**config.mk**
```make
export PLATFORM = sky130hd
export DESIGN_NAME = ring_fifo_overwrite_oldest_top_flat
export DESIGN_NICKNAME = d
export VERILOG_FILES = /design/src/rtl/rfo_pkg.sv /design/src/rtl/rfo_req_if.sv /design/src/rtl/rfo_rsp_if.sv /design/src/rtl/rfo_store.sv /design/src/rtl/rfo_ctrl.sv /design/src/rtl/ring_fifo_overwrite_oldest_top.sv /design/src/flat_wrapper.sv
export SDC_FILE = /design/constraint.sdc
export NUM_CORES = 1
export LEC_CHECK = 0
export ABC_AREA = 0
export BUFFER_PORTS_ARGS = -buffer_cell sky130_fd_sc_hd__buf_2
export CELL_PAD_IN_SITES_DETAIL_PLACEMENT = 1
export CELL_PAD_IN_SITES_GLOBAL_PLACEMENT = 1
export CORE_MARGIN = 2
export CORE_UTILIZATION = 50
export CTS_BUF_LIST = sky130_fd_sc_hd__clkbuf_4 sky130_fd_sc_hd__clkbuf_8
export CTS_CLUSTER_SIZE = 8
export DETAILED_ROUTE_END_ITERATION = 7
export PLACE_DENSITY = 0.74
export SYNTH_ARGS = -nofsm -noshare
export SYNTH_HDL_FRONTEND = slang
export SYNTH_SLANG_ARGS = --single-unit
```
**constraint.sdc**
```tcl
create_clock -name clk -period 4.8 [get_ports clk]
set_input_delay 0 -clock clk [delete_from_list [all_inputs] [get_ports clk]]
set_output_delay 0 -clock clk [all_outputs]
set_load 0.02 [all_outputs]
```
**src/rtl/rfo_pkg.sv**
```systemverilog
// ----------------------------------------------------------------------------
// rfo_pkg
// shared widths, operation codes and defaults of the overwrite-oldest ring fifo
// ----------------------------------------------------------------------------
package rfo_pkg;

	localparam int SLOTS_DEF      = 16;
	localparam int ITEM_WIDTH_DEF = 32;

	localparam int FUNC_W   = 2;
	localparam int DATA_W   = 32;
	localparam int OFFSET_W = 5;
	localparam int COUNT_W  = 4;

	typedef logic [FUNC_W-1:0]   func_t;
	typedef logic [DATA_W-1:0]   data_t;
	typedef logic [OFFSET_W-1:0] offset_t;
	typedef logic [COUNT_W-1:0]  count_t;

	localparam func_t OP_ENQ  = 2'd0;
	localparam func_t OP_DEQ  = 2'd1;
	localparam func_t OP_PEEK = 2'd2;
	localparam func_t OP_CLR  = 2'd3;

endpackage

```
**src/rtl/rfo_req_if.sv**
```systemverilog
// ----------------------------------------------------------------------------
// rfo_req_if
// request channel: operation code, item and peek offset
// ----------------------------------------------------------------------------
interface rfo_req_if;

	logic             valid;
	logic             ready;
	rfo_pkg::func_t   func;
	rfo_pkg::data_t   data_in;
	rfo_pkg::offset_t offset;

	modport source (output valid, output func, output data_in, output offset, input ready);
	modport sink   (input valid, input func, input data_in, input offset, output ready);

endinterface

```
**src/rtl/rfo_rsp_if.sv**
```systemverilog
// ----------------------------------------------------------------------------
// rfo_rsp_if
// response channel: status, item read and occupancy flags
// ----------------------------------------------------------------------------
interface rfo_rsp_if;

	logic            valid;
	logic            ready;
	logic            ok;
	rfo_pkg::data_t  data_out;
	rfo_pkg::count_t count;
	logic            is_empty;
	logic            is_full;

	modport source (output valid, output ok, output data_out, output count,
		output is_empty, output is_full, input ready);
	modport sink   (input valid, input ok, input data_out, input count,
		input is_empty, input is_full, output ready);

endinterface

```
**src/rtl/rfo_store.sv**
```systemverilog
// ----------------------------------------------------------------------------
// rfo_store
// item memory, one write and one registered read port, zeroed by a sweep
// after reset
// ----------------------------------------------------------------------------
module rfo_store #(
	parameter int SLOTS      = rfo_pkg::SLOTS_DEF,
	parameter int ITEM_WIDTH = rfo_pkg::ITEM_WIDTH_DEF,
	localparam int IDX_W     = (SLOTS > 1) ? $clog2(SLOTS) : 1
) (
	input  logic                  clk,
	input  logic                  arst_n,
	input  logic                  we,
	input  logic [IDX_W-1:0]      waddr,
	input  logic [ITEM_WIDTH-1:0] wdata,
	input  logic                  re,
	input  logic [IDX_W-1:0]      raddr,
	output logic [ITEM_WIDTH-1:0] rdata,
	output logic                  init_done
);

	logic [ITEM_WIDTH-1:0] mem [SLOTS];
	logic [IDX_W-1:0]      clr_idx_q;
	logic                  clr_busy_q;
	logic                  mem_we;
	logic [IDX_W-1:0]      mem_waddr;
	logic [ITEM_WIDTH-1:0] mem_wdata;

	// zeroing sweep
	always_ff @(posedge clk or negedge arst_n) begin
		if (!arst_n) begin
			clr_idx_q  <= '0;
			clr_busy_q <= 1'b1;
		end else if (clr_busy_q) begin
			clr_idx_q <= clr_idx_q + 1'b1;
			if (clr_idx_q == IDX_W'(SLOTS - 1)) begin
				clr_busy_q <= 1'b0;
			end
		end
	end

	assign mem_we    = clr_busy_q | we;
	assign mem_waddr = clr_busy_q ? clr_idx_q : waddr;
	assign mem_wdata = clr_busy_q ? '0 : wdata;
	assign init_done = ~clr_busy_q;

	always_ff @(posedge clk) begin
		if (mem_we) begin
			mem[mem_waddr] <= mem_wdata;
		end
	end

	always_ff @(posedge clk) begin
		if (re) begin
			rdata <= mem[raddr];
		end
	end

endmodule

```
**src/rtl/rfo_ctrl.sv**
```systemverilog
// ----------------------------------------------------------------------------
// rfo_ctrl
// head and tail pointers, operation decode, memory access and response stages
// ----------------------------------------------------------------------------
module rfo_ctrl #(
	parameter int SLOTS      = rfo_pkg::SLOTS_DEF,
	parameter int ITEM_WIDTH = rfo_pkg::ITEM_WIDTH_DEF,
	localparam int IDX_W     = (SLOTS > 1) ? $clog2(SLOTS) : 1
) (
	input  logic                  clk,
	input  logic                  arst_n,
	rfo_req_if.sink               req,
	rfo_rsp_if.source             rsp,
	output logic                  we,
	output logic [IDX_W-1:0]      waddr,
	output logic [ITEM_WIDTH-1:0] wdata,
	output logic                  re,
	output logic [IDX_W-1:0]      raddr,
	input  logic [ITEM_WIDTH-1:0] rdata,
	input  logic                  init_done
);

	localparam int SUM_W = ((IDX_W > rfo_pkg::OFFSET_W) ? IDX_W : rfo_pkg::OFFSET_W) + 1;
	localparam int CNT_W = (IDX_W > rfo_pkg::COUNT_W) ? IDX_W : rfo_pkg::COUNT_W;

	function automatic logic [IDX_W-1:0] wrap_next(input logic [IDX_W-1:0] i);
		return (i == IDX_W'(SLOTS - 1)) ? '0 : i + 1'b1;
	endfunction

	logic [IDX_W-1:0] head_q, tail_q, head_n, tail_n;
	logic             accept, adv_s1;
	logic             ok_n, sel_n;
	logic             full_cur, empty_cur;
	logic [SUM_W-1:0] peek_sum, peek_idx;
	logic             peek_ok;
	logic [IDX_W:0]   diff;
	logic [CNT_W-1:0] cnt_ext;

	logic                     v_s1, ok_s1, sel_s1, empty_s1, full_s1;
	logic [rfo_pkg::COUNT_W-1:0] count_s1;
	logic                     ov_q;

	assign full_cur  = (wrap_next(tail_q) == head_q);
	assign empty_cur = (head_q == tail_q);

	assign peek_sum = SUM_W'(head_q) + SUM_W'(req.offset);
	assign peek_idx = (peek_sum >= SUM_W'(SLOTS)) ? peek_sum - SUM_W'(SLOTS) : peek_sum;
	assign peek_ok  = (SUM_W'(req.offset) <= SUM_W'(SLOTS));

	always_comb begin
		head_n = head_q;
		tail_n = tail_q;
		ok_n   = 1'b1;
		sel_n  = 1'b0;
		we     = 1'b0;
		re     = 1'b0;
		waddr  = tail_q;
		raddr  = head_q;
		wdata  = ITEM_WIDTH'(req.data_in);
		unique case (req.func)
			rfo_pkg::OP_ENQ: begin
				we     = accept;
				tail_n = wrap_next(tail_q);
				if (full_cur) begin
					head_n = wrap_next(head_q);
				end
			end
			rfo_pkg::OP_DEQ: begin
				if (empty_cur) begin
					ok_n = 1'b0;
				end else begin
					sel_n  = 1'b1;
					re     = accept;
					head_n = wrap_next(head_q);
				end
			end
			rfo_pkg::OP_PEEK: begin
				raddr = IDX_W'(peek_idx);
				if (peek_ok) begin
					sel_n = 1'b1;
					re    = accept;
				end else begin
					ok_n = 1'b0;
				end
			end
			rfo_pkg::OP_CLR: begin
				head_n = tail_q;
			end
			default: begin
				ok_n = 1'b0;
			end
		endcase
	end

	// occupancy after the operation
	assign diff    = (IDX_W+1)'(tail_n) + ((tail_n < head_n) ? (IDX_W+1)'(SLOTS) : '0)
		- (IDX_W+1)'(head_n);
	assign cnt_ext = CNT_W'(diff[IDX_W-1:0]);

	assign adv_s1    = v_s1 & (~ov_q | rsp.ready);
	assign req.ready = init_done & (~v_s1 | adv_s1);
	assign accept    = req.valid & req.ready;

	always_ff @(posedge clk or negedge arst_n) begin
		if (!arst_n) begin
			head_q <= '0;
			tail_q <= '0;
			v_s1   <= 1'b0;
			ov_q   <= 1'b0;
		end else begin
			if (accept) begin
				head_q <= head_n;
				tail_q <= tail_n;
			end
			if (accept) begin
				v_s1 <= 1'b1;
			end else if (adv_s1) begin
				v_s1 <= 1'b0;
			end
			if (adv_s1) begin
				ov_q <= 1'b1;
			end else if (rsp.ready) begin
				ov_q <= 1'b0;
			end
		end
	end

	// transaction status, memory read data lands alongside
	always_ff @(posedge clk) begin
		if (accept) begin
			ok_s1    <= ok_n;
			sel_s1   <= sel_n;
			count_s1 <= cnt_ext[rfo_pkg::COUNT_W-1:0];
			empty_s1 <= (head_n == tail_n);
			full_s1  <= (wrap_next(tail_n) == head_n);
		end
	end

	always_ff @(posedge clk) begin
		if (adv_s1) begin
			rsp.ok       <= ok_s1;
			rsp.data_out <= sel_s1 ? rfo_pkg::DATA_W'(rdata) : '0;
			rsp.count    <= count_s1;
			rsp.is_empty <= empty_s1;
			rsp.is_full  <= full_s1;
		end
	end

	assign rsp.valid = ov_q;

endmodule

```
**src/rtl/ring_fifo_overwrite_oldest_top.sv**
```systemverilog
// ----------------------------------------------------------------------------
// ring_fifo_overwrite_oldest_top
// circular fifo that overwrites its oldest item when full
// ----------------------------------------------------------------------------
// A ring of SLOTS entries holding up to SLOTS-1 items. Each request transaction
// gives one response transaction: enqueue, dequeue, peek at head plus offset, or
// clear. After reset the item memory is swept to zero, slot by slot, during
// which no request is taken. A response is registered in the status stage,
// where the read data lands, then in the output register; a new request is
// taken every cycle while responses are taken, so the sustained rate is one
// transaction per cycle and the block stalls only when its output is held.
module ring_fifo_overwrite_oldest_top #(
	parameter int SLOTS      = rfo_pkg::SLOTS_DEF,
	parameter int ITEM_WIDTH = rfo_pkg::ITEM_WIDTH_DEF
) (
	input  logic      clk,
	input  logic      arst_n,
	rfo_req_if.sink   req,
	rfo_rsp_if.source rsp
);

	localparam int IDX_W = (SLOTS > 1) ? $clog2(SLOTS) : 1;

	logic                  we, re, init_done;
	logic [IDX_W-1:0]      waddr, raddr;
	logic [ITEM_WIDTH-1:0] wdata, rdata;

	rfo_ctrl #(
		.SLOTS      (SLOTS),
		.ITEM_WIDTH (ITEM_WIDTH)
	) u_ctrl (
		.clk       (clk),
		.arst_n    (arst_n),
		.req       (req),
		.rsp       (rsp),
		.we        (we),
		.waddr     (waddr),
		.wdata     (wdata),
		.re        (re),
		.raddr     (raddr),
		.rdata     (rdata),
		.init_done (init_done)
	);

	rfo_store #(
		.SLOTS      (SLOTS),
		.ITEM_WIDTH (ITEM_WIDTH)
	) u_store (
		.clk       (clk),
		.arst_n    (arst_n),
		.we        (we),
		.waddr     (waddr),
		.wdata     (wdata),
		.re        (re),
		.raddr     (raddr),
		.rdata     (rdata),
		.init_done (init_done)
	);

endmodule

```
**src/flat_wrapper.sv**
```systemverilog
// flat-port wrapper written by rule: the top's interface ports become plain ports
module ring_fifo_overwrite_oldest_top_flat 
#(
	parameter int SLOTS      = rfo_pkg::SLOTS_DEF,
	parameter int ITEM_WIDTH = rfo_pkg::ITEM_WIDTH_DEF
)
  (clk, arst_n, req_valid, req_func, req_data_in, req_offset, req_ready, rsp_valid, rsp_ok, rsp_data_out, rsp_count, rsp_is_empty, rsp_is_full, rsp_ready);
  rfo_req_if req_i ();
  rfo_rsp_if rsp_i ();
  input  logic clk;
  input  logic arst_n;
  input wire logic [$bits(req_i.valid)-1:0] req_valid;
  input wire logic [$bits(req_i.func)-1:0] req_func;
  input wire logic [$bits(req_i.data_in)-1:0] req_data_in;
  input wire logic [$bits(req_i.offset)-1:0] req_offset;
  output wire logic [$bits(req_i.ready)-1:0] req_ready;
  output wire logic [$bits(rsp_i.valid)-1:0] rsp_valid;
  output wire logic [$bits(rsp_i.ok)-1:0] rsp_ok;
  output wire logic [$bits(rsp_i.data_out)-1:0] rsp_data_out;
  output wire logic [$bits(rsp_i.count)-1:0] rsp_count;
  output wire logic [$bits(rsp_i.is_empty)-1:0] rsp_is_empty;
  output wire logic [$bits(rsp_i.is_full)-1:0] rsp_is_full;
  input wire logic [$bits(rsp_i.ready)-1:0] rsp_ready;
  assign req_i.valid = req_valid;
  assign req_i.func = req_func;
  assign req_i.data_in = req_data_in;
  assign req_i.offset = req_offset;
  assign req_ready = req_i.ready;
  assign rsp_valid = rsp_i.valid;
  assign rsp_ok = rsp_i.ok;
  assign rsp_data_out = rsp_i.data_out;
  assign rsp_count = rsp_i.count;
  assign rsp_is_empty = rsp_i.is_empty;
  assign rsp_is_full = rsp_i.is_full;
  assign rsp_i.ready = rsp_ready;
  ring_fifo_overwrite_oldest_top #(.SLOTS(SLOTS), .ITEM_WIDTH(ITEM_WIDTH)) u_core (.clk(clk), .arst_n(arst_n), .req(req_i), .rsp(rsp_i));
endmodule
```
-- Word level (Yosys, flattened, before mapping)
Memory sizes are Yosys's and may differ from the RTL's. A register that Yosys moved wholly into a read port is not among the register bits.
Cells that the tools add are included.
Widths: inputs -> output; s select.
- reductions and logical operators: 3
- multiplexer cells: 27
- magnitude comparators: 2
- bitwise logic cells: 9
- equal/unequal tests: 11
- add/subtract/negate cells: 8
- operators with widths (operator ; number):
    $mux 4 ; 9
    $mux 32 ; 1
    $add 4x1->4 const B ; 4
    $eq 4x4->1 ; 4
    $eq 4x4->1 const B ; 4
    $mux 1 ; 13
    $pmux 4 s3 ; 1
    $add 4x5->6 ; 1
    $ge 6x5->1 const B ; 1
    $pmux 1 s2 ; 3
    $le 5x5->1 const B ; 1
    $add 4x4->4 const B ; 1
    $eq 2x2->1 const B ; 2
    $reduce_bool 2->1 ; 2
    $sub 4x1->4 const B ; 1
    $sub 4x4->4 ; 1
    $and 1x1->1 ; 3
    $not 1->1 ; 3
    $or 1x1->1 ; 3
    $eq 2x1->1 const B ; 1
    $logic_not 2->1 ; 1
- memories kept: 1
- RAM bits: 512
- word-level logic and storage cells: 77
- input port bits: 43
- register bits: 62
- memories (name ; depth ; width ; read ports ; clocked after memory_dff ; write ports ; line ; source):
    u_core.u_store.mem ; 16 ; 32 ; 1 ; 1 ; 1 ; rfo_store.sv:22 ; logic [ITEM_WIDTH-1:0] mem [SLOTS];

-- Longest topological paths before layout
Gate-level depths: netlist (run 1).
- depth in word-level cells: 10
- gate-level depth with buffers: 13
- depth with buffers taken out: 12

-- Modules after synthesis
Synthesis (run 1) repeated with hierarchy kept, for this count alone.
- cell total of the unflattened synthesis: 1202
- area total of the unflattened synthesis: 24024.3 um^2
- modules (own cells, without submodules) (module ; area an instance (um^2) ; instances ; seq. area each (um^2) ; cells each):
    rfo_store ; 20649.8 ; 1 ; 16462.0 ; 903
    rfo_ctrl ; 3374.5 ; 1 ; 1661.6 ; 299

-- Worst setup path after synthesis (run 1)
Ideal clock, no wire load.
- kind: reg-to-reg
- start point: register u_core.u_ctrl.ov_q, in the netlist u_core.u_ctrl.rsp.valid
- end point: memory u_core.u_store.mem[0][0] in the netlist's numbering (enable)
- period minus slack after synthesis: 3.890 ns
- slack: 0.910 ns
- arrival: 3.469 ns
- buffers on the path: 1
- stages on the path, launching flop included: 9
- cells stage by stage: dfrtp_1 > nor2b_1 > a21oi_1 > nand2_1 > inv_1 > clkbuf_1 > nand4_1 > o31a_1 > nor2_1
- word-level cells in the longest chain between the ends: 10
- RTL lines (what ; line ; source):
    from (decl) ; rfo_ctrl.sv:41 ; logic ov_q;
    from (signal assigned) ; rfo_ctrl.sv:109 ; ov_q <= 1'b0;
    from (signal assigned) ; rfo_ctrl.sv:121 ; ov_q <= 1'b1;
    from (signal assigned) ; rfo_ctrl.sv:123 ; ov_q <= 1'b0;
    $not 1->1 ; rfo_ctrl.sv:100 ; assign adv_s1 = v_s1 & (~ov_q | rsp.ready);
    $or 1x1->1 ; rfo_ctrl.sv:100 ;
    $and 1x1->1 ; rfo_ctrl.sv:100 ;
    $or 1x1->1 ; rfo_ctrl.sv:101 ; assign req.ready = init_done & (~v_s1 | adv_s1);
    $and 1x1->1 ; rfo_ctrl.sv:101 ;
    named net req_ready ; flat_wrapper.sv:16 ; output wire logic [$bits(req_i.ready)-1:0] req_ready;
    $and 1x1->1 ; rfo_ctrl.sv:102 ; assign accept = req.valid & req.ready;
    named net u_core.u_ctrl.accept ; rfo_ctrl.sv:31 ; logic accept, adv_s1;
    $mux 1 ; rfo_ctrl.sv:60 ; unique case (req.func)
    $or 1x1->1 ; rfo_store.sv:42 ; assign mem_we = clr_busy_q | we;
    $mux 1 ; rfo_store.sv:48 ; if (mem_we) begin
    $mux 1 (implied by the code) ; rfo_store.sv:49 ; mem[mem_waddr] <= mem_wdata;
    to (decl) ; rfo_store.sv:22 ;
The timed path passes the listed nets, and every way through them passes these cells.

-- Worst setup path in the final report (run 1)
- start point: register u_core.u_ctrl.tail_q[0], in the netlist u_core.u_ctrl.waddr[0]
- end point: register u_core.u_ctrl.count_s1[3] in the netlist's numbering, data pin
- word-level cells in the longest chain between the ends: 6
- elaborated cells on any way between the ends: 11
- RTL lines (what ; line ; source):
    from (decl) ; rfo_ctrl.sv:30 ; logic [IDX_W-1:0] head_q, tail_q, head_n, tail_n;
    from (signal assigned) ; rfo_ctrl.sv:113 ; tail_q <= tail_n;
    $add 4x1->4 / $eq 4x4->1 (equally long branches) ; rfo_ctrl.sv:27 ; return (i == IDX_W'(SLOTS - 1)) ? '0 : i + 1'b1;
    $mux 4 ; rfo_ctrl.sv:27 ;
    $eq 4x4->1 ; rfo_ctrl.sv:43 ; assign full_cur = (wrap_next(tail_q) == head_q);
    $mux 4 ; rfo_ctrl.sv:64 ; if (full_cur) begin
    $pmux 4 s3 * ; rfo_ctrl.sv:60 ;
    named net u_core.u_ctrl.head_n[1] ; rfo_ctrl.sv:30 ;
    $sub 4x4->4 * ; rfo_ctrl.sv:97 ; - (IDX_W+1)'(head_n);
    named net u_core.u_ctrl.diff[3] ; rfo_ctrl.sv:36 ; logic [IDX_W:0] diff;
    to (signal assigned) ; rfo_ctrl.sv:133 ; count_s1 <= cnt_ext[rfo_pkg::COUNT_W-1:0];
    to (decl) ; rfo_ctrl.sv:40 ; logic [rfo_pkg::COUNT_W-1:0] count_s1;
The timed path passes the listed nets; every way through them passes the cells marked *.
A chain may end at the register's enable or synchronous reset.

==> impl_metrics.ini, run 1 <==
[cells_and_area]
fin_nets = 1458
areaGrowthSynthToFinish_pct = 14.8
utilization = 0.581
nFillCells = 4174
multiInputGateArea_um2 = 5780
layout-drive-gt1-share = 0.286
regArea_um2 = 18100

[synthesis]
synth_area_leaders = edfxtp_1, mux4_2, nor2b_1
yosysMostFrequentCell = edfxtp_1
synth_cells = 1212
avgSynthCellArea_um2 = 19.9
synth_top_area_frac = 0.736
yosysWarningCount = 0
ys.flop_type = edfxtp_1
synth_area_leader_cell = edfxtp_1
syn_nets = 1272
async_flop_share = 0.0248
yosysSeqAreaShare = 0.751
synth_edf_count = 591
ys_seq_elements = 606
syn_area_um2 = 24100
yosys-top-cells-count = edfxtp_1, mux4_2, nor2b_1
netlist-cell-type-count = 57

[power]
leakage_nw = 9.28
swShare = 0.300
switchingPower_mw = 4.42
p_clk_frac = 0.279
pwr-share-seq = 0.430
power_frac_comb = 0.290
powerDensity_nw_per_um2 = 532
intPower_mw = 10.3
peakVddDrop_uv = 320

[cts]
clk_path_buf_depth = 3
cts_made_buffers = 97
cts_resized = 0
cts_root_buf = clkbuf_8
cts_sinks = 606
htree_levels = 3
insertion_delay_ns = 0.67
clk_pin_slew_ns = 0.06
cts_tree = done

[grt]
grt_pass1_vias = 13153
overflow = 0
grt_max_degree = 71
grt_pass1_wl_um = 79900
antenna_found_initial = 1
grt_usage = 0.215

[sta]
finClkSkew_ns = 0.0309
finalHoldViolCount = 0
max-slew-margin-rel = 0.139
tns_ns = 0
rsz0062_at_grt = no
fmax_mhz = 270
tightest_slew_ns = 1.29
setup_violations = 0
finalCriticalPeriod_ns = 3.70
final_max_slew_viol_count = 0
finalCritPeriodShare = 0.771

[floorplan]
die_w_um = 224
dieHeight_um = 224
io_pins = 84
coreArea_um2 = 47600
die_area_um2 = 50000
rows = 80
start_util = 0.506

[flow_run]
drv_cap = 0

[critical_path]
worst-path-stages = 12
path_common_cell = ha_1
worstSetupPathType = flop to flop
worst_path_largest_cell_delay_ns = 0.53
cp_data_arrival_time_ns = 4.10
path_max_fanout = 10
cp.buffers_inverters = 1
critical_path.top_delay_family = compound AO/OA/AOI/OAI gates
reg2reg_depth = 12
slowest_stage = o21ai_0
path_cells = ha_1 > a31oi_1 > xnor2_1 > nand3_1 > or2_2 > mux2i_1 > o21ai_0 > inv_1 > ha_1 > a21o_1 > a21oi_1 > xor2_1
crit_path_start_kind = flop
critPathCaptureType = flop
critPathRequiredTime_ns = 5.20

[placement]
place_congestion = 0.797
hpwl_um = 29700
io_buffers = 83

[hold_path]
min_path_cells = 4
hold_path_class = primary input to flop

[drt]
drtIter0Drc = 1052
dr.pass1.iters = 5
drt-total-wl_um = 51900
viasPerCell = 5.81
drtAntennaViolNets = 0
dr_total_vias = 12053
drcViolationCount = 0
wire_per_inst_um = 25.0

[status]
status = complete, no violations
==> tightest hold or removal path: cells and delay by family <==
| family | cells | cell delay (ns) |
|---|---|---|
| buf+inv | 2 | 0.64 |
| simple gates | 2 | 0.16 |
==> final timing paths <==
check | slack, ns | to | start
max in group asynchronous | 3.32 | u_core.u_ctrl.head_q[1]$_DFFE_PN0P_ | arst_n
setup reg to reg | 1.10 | u_core.u_ctrl.count_s1[3]$_DFFE_PP_ | u_core.u_ctrl.waddr[0]$_DFFE_PN0P_
hold / removal | 0.19 | u_core.u_ctrl.rsp.valid$_DFFE_PN0P_ | rsp_ready
min in group asynchronous | 0.39 | u_core.u_store.clr_busy_q$_DFF_PN1_ | arst_n
setup / recovery | 1.10 | u_core.u_ctrl.count_s1[3]$_DFFE_PP_ | u_core.u_ctrl.waddr[0]$_DFFE_PN0P_
hold reg to reg | 0.43 | u_core.u_ctrl.rsp.is_empty$_DFFE_PP_ | u_core.u_ctrl.empty_s1$_DFFE_PP_
==> final cells by class <==
cell class | instances | share of cell area
Antenna cell | 1 | 0.0000904
Clock buffer | 126 | 0.0565
Clock inverter | 35 | 0.00700
Multi-Input combinational cell | 518 | 0.209
Inverter | 21 | 0.00285
Tap cell | 615 | 0.0278
Timing Repair Buffer | 154 | 0.0426
Sequential cell | 606 | 0.654
==> state kept, by name, summed over array words and instances (netlist names), 4 cells and up <==
name	count
u_core.u_store.mem	512
u_core.u_ctrl.waddr	4
u_core.u_store.clr_idx_q	4
u_core.u_ctrl.count_s1	4
u_core.u_ctrl.head_q	4
u_core.u_store.rdata	32
u_core.u_ctrl.rsp.data_out	32
u_core.u_ctrl.rsp.count	4
==> timing repair <==
| action | CTS | global route |
|---|---|---|
| hold buffers | 43 | 0 |
| hold endpoints to repair | 525 | 0 |
| buffers inserted | 0 | 0 |
==> power groups by stage <==
| stage | registers, mW | logic (mW) | clock network [mW] |
|---|---|---|---|
| after floorplan | 6.39 | 3.20 | 0 |
| after global placement | 6.44 | 4.19 | 0 |
| after detailed placement | 6.45 | 4.29 | 0 |
| after CTS | 6.34 | 4.35 | 4.22 |
| after global routing | 6.37 | 4.66 | 4.42 |
| final | 6.34 | 4.28 | 4.11 |
==> metrics by stage <==
step	setup WS, ns	total power [mW]	hold slack (ns)	cell area, um2	std cells
floorplan	0.910	9.59	-0.296	24100	1212
CTS	1.10	14.9	0.125	27700	2075
detailed placement	1.14	10.7	-0.0688	25500	1871
global route	0.775	15.4	0.190	27700	2076
global placement	1.28	10.6	-0.0628	25500	1871
finish	1.10	14.7	0.194	27700	2076
==> cells in the final DEF (no fill, tap or decap), types with 5 or more instances in the layout <==
| cell type | n |
|---|---|
| a211oi_1 | 32 |
| a21oi_1 | 42 |
| a31oi_1 | 6 |
| and2_1 | 34 |
| buf_12 | 10 |
| buf_2 | 83 |
| buf_4 | 18 |
| clkbuf_4 | 27 |
| clkbuf_8 | 99 |
| clkinv_1 | 20 |
| clkinv_2 | 9 |
| dfrtp_1 | 14 |
| dlygate4sd3_1 | 43 |
| edfxtp_1 | 591 |
| ha_1 | 15 |
| inv_1 | 21 |
| mux2i_1 | 36 |
| mux4_2 | 128 |
| nand2_1 | 34 |
| nand3_1 | 5 |
| nand4_1 | 5 |
| nor2_1 | 9 |
| nor2_4 | 16 |
| nor2b_1 | 67 |
| o21ai_0 | 9 |
| xnor2_1 | 18 |
| xor2_1 | 5 |
==> cell families (layout without fill, tap and decap cells) <==
family                   Yosys count  count (layout)  share of synthesized area
multiplexers                     168             168                      0.136
XOR/XNOR                          24              24                    0.00871
AO/OA/AOI/OAI                    111             111                     0.0311
AND/OR/NAND/NOR                  198             198                     0.0468
adder cells (fa/ha/maj)           17              17                    0.00944
buffers and inverters             88             336                     0.0164
other                              0               1                          0
flip-flops                       606             606                      0.751
==> layer usage <==
metal / GRT usage / wire length [um]
met1: 0.293 / 22200
met2: 0.360 / 25900
met3: 0.0412 / 2700
met4: 0.0609 / 1070
met5: 0 / 0
No activity file was read; power rests on OpenSTA's default activity.
==> run 2, diff against run 1 <==
Clock period 4.8 ns to 3.7 ns, I/O delays scaled along.
==> run 2 against run 1 <==
- global-route usage increased by 2.2 points
- total power increased by 30%
- final cell count increased by 1.2%
- sequential share of layout area decreased by 0.56 points
- cell area increased by 0.86%
- critical path depth decreased by 2
- flip-flop and latch count unchanged
- largest power group unchanged
==> impl_metrics.ini, run 2 (synthesis gave the netlist of run 1 again) <==
[status]
status = complete, no violations

[critical_path]
worstSetupPathType = flop to flop
path_max_fanout = 46
crit_path_start_kind = flop
critPathCaptureType = flop
cp_data_arrival_time_ns = 3.76
r2r_slack_ns = 0.32
critPathRequiredTime_ns = 4.08

[sta]
finalCriticalPeriod_ns = 3.38
max-slew-margin-rel = 0.182
finalHoldViolCount = 0
fmax_mhz = 295
setup_violations = 0
finClkSkew_ns = 0.0256
fin_ws_ns = 0.315
tns_ns = 0
tightest_slew_ns = 1.22
rsz0062_at_grt = no
finalCritPeriodShare = 0.915
final_max_slew_viol_count = 0

[flow_run]
drv_cap = 0

[placement]
hpwl_um = 31400
place_ws_ns = 0.327
dp_cells = 1890
place_congestion = 0.776
io_buffers = 83

[floorplan]
die_area_um2 = 50000
dieHeight_um = 224
start_util = 0.506
io_pins = 84
rows = 80
coreArea_um2 = 47600
die_w_um = 224

[cells_and_area]
final_cell_mix = edfxtp_1, mux4_2, clkbuf_8
final_cell_count_no_fill = 2100
largest_reg_flops = 512
utilization = 0.586
layout_commonest_cell = edfxtp_1
layout-drive-gt1-share = 0.296
areaGrowthSynthToFinish_pct = 15.8
top_regs = u_core.u_store.mem (512), u_core.u_ctrl.rsp.data_out (32), u_core.u_store.rdata (32)
largest_register = u_core.u_store.mem
fin_nets = 1477

[drt]
drtAntennaViolNets = 0
drcViolationCount = 0
viasPerCell = 5.86
wire_per_inst_um = 27.2
dr_total_vias = 12314
dr.pass1.iters = 5
drt-total-wl_um = 57100
drtIter0Drc = 1024

[cts]
cts_made_buffers = 97
htree_levels = 3
clk_path_buf_depth = 3
insertion_delay_ns = 0.67
cts_sinks = 606
cts_tree = done
cts_resized = 0
cts_root_buf = clkbuf_8
clk_pin_slew_ns = 0.06

[power]
p_total_mw = 19.2
peakVddDrop_uv = 364
powerDensity_nw_per_um2 = 687
leakage_nw = 9.41

[grt]
antenna_found_initial = 0
grt_pass1_wl_um = 86500
grt_max_degree = 48
overflow = 0
grt_usage = 0.237
grt_pass1_vias = 13647

[hold_path]
hold_path_class = primary input to flop
-- run 2: changes by cell type in the layout (fill, tap and decap cells not counted) --
cell,delta
clkinv_1,+1
clkbuf_8,-1
inv_6,-1
clkinv_2,-3
inv_8,-1
buf_12,+7
clkbuf_4,+11
bufinv_16,-1
buf_4,+12
-- run 2: path summary, 6_finish.rpt --
path	start	depth (start not counted)	to
worst max-delay path	u_core.u_ctrl.head_q[0]$_DFFE_PN0P_	10	u_core.u_store.rdata[6]$_DFFE_PP_
worst min-delay path	rsp_ready	4	u_core.u_ctrl.rsp.valid$_DFFE_PN0P_
worst max register to register	u_core.u_ctrl.head_q[0]$_DFFE_PN0P_	10	u_core.u_store.rdata[6]$_DFFE_PP_
worst min register to register	u_core.u_ctrl.count_s1[0]$_DFFE_PP_	0	u_core.u_ctrl.rsp.count[0]$_DFFE_PP_
max in group asynchronous	arst_n	4	u_core.u_ctrl.waddr[2]$_DFFE_PN0P_
min in group asynchronous	arst_n	3	u_core.u_store.clr_busy_q$_DFF_PN1_
-- run 2: layer usage --
layer  wire, um  up-vias  part of all wire  global-route usage
met5          0        -                 0                   0
met4       1300        0             0.023              0.0811
met3       2850       96             0.050              0.0408
met2      29300      377              0.51               0.401
met1      23600     6540              0.41               0.315
li1           -     5301                 -                   -
-- run 2: layout make-up --
cell class | count | area [um2]
diodes | 1 | 2.50
clock buffers | 136 | 1630
clock inverters | 30 | 133
fillers | 4145 | 19700
inverters | 21 | 78.8
multi-input cells | 518 | 5780
flip-flops and latches | 606 | 18100
well taps | 615 | 769
repair buffers | 173 | 1410
-- run 2: where the power goes --
group | internal (mW) | switching, mW
combinational | 2.62 | 3.04
clock | 2.82 | 2.52
sequential | 8.01 | 0.194
total | 13.5 | 5.75
-- run 2: through the flow --
step	area (um2)	hold slack, ns
2_1_floorplan	24100	-0.296
3_3_place_gp	25700	-0.0608
3_5_place_dp	25700	-0.0579
4_1_cts	27900	0.126
5_1_grt	27900	0.204
6_report	27900	0.210
-- run 2: repair_timing --
item	in CTS	in global routing
setup buffers	0	0
hold endpoints to repair	534	0
hold buffers	43	0
endpoints found under the setup margin	0	0
-- run 2: worst max-delay path, cell delays in order (launching register included) --
cell and delay, ns:
dfrtp_1 0.55, ha_1 0.25, inv_1 0.06, fa_1 0.37, xnor2_1 0.17, mux2i_4 0.47, buf_12 0.36, mux4_2 0.34
nor2b_1 0.15, a211oi_1 0.27, a21oi_1 0.07
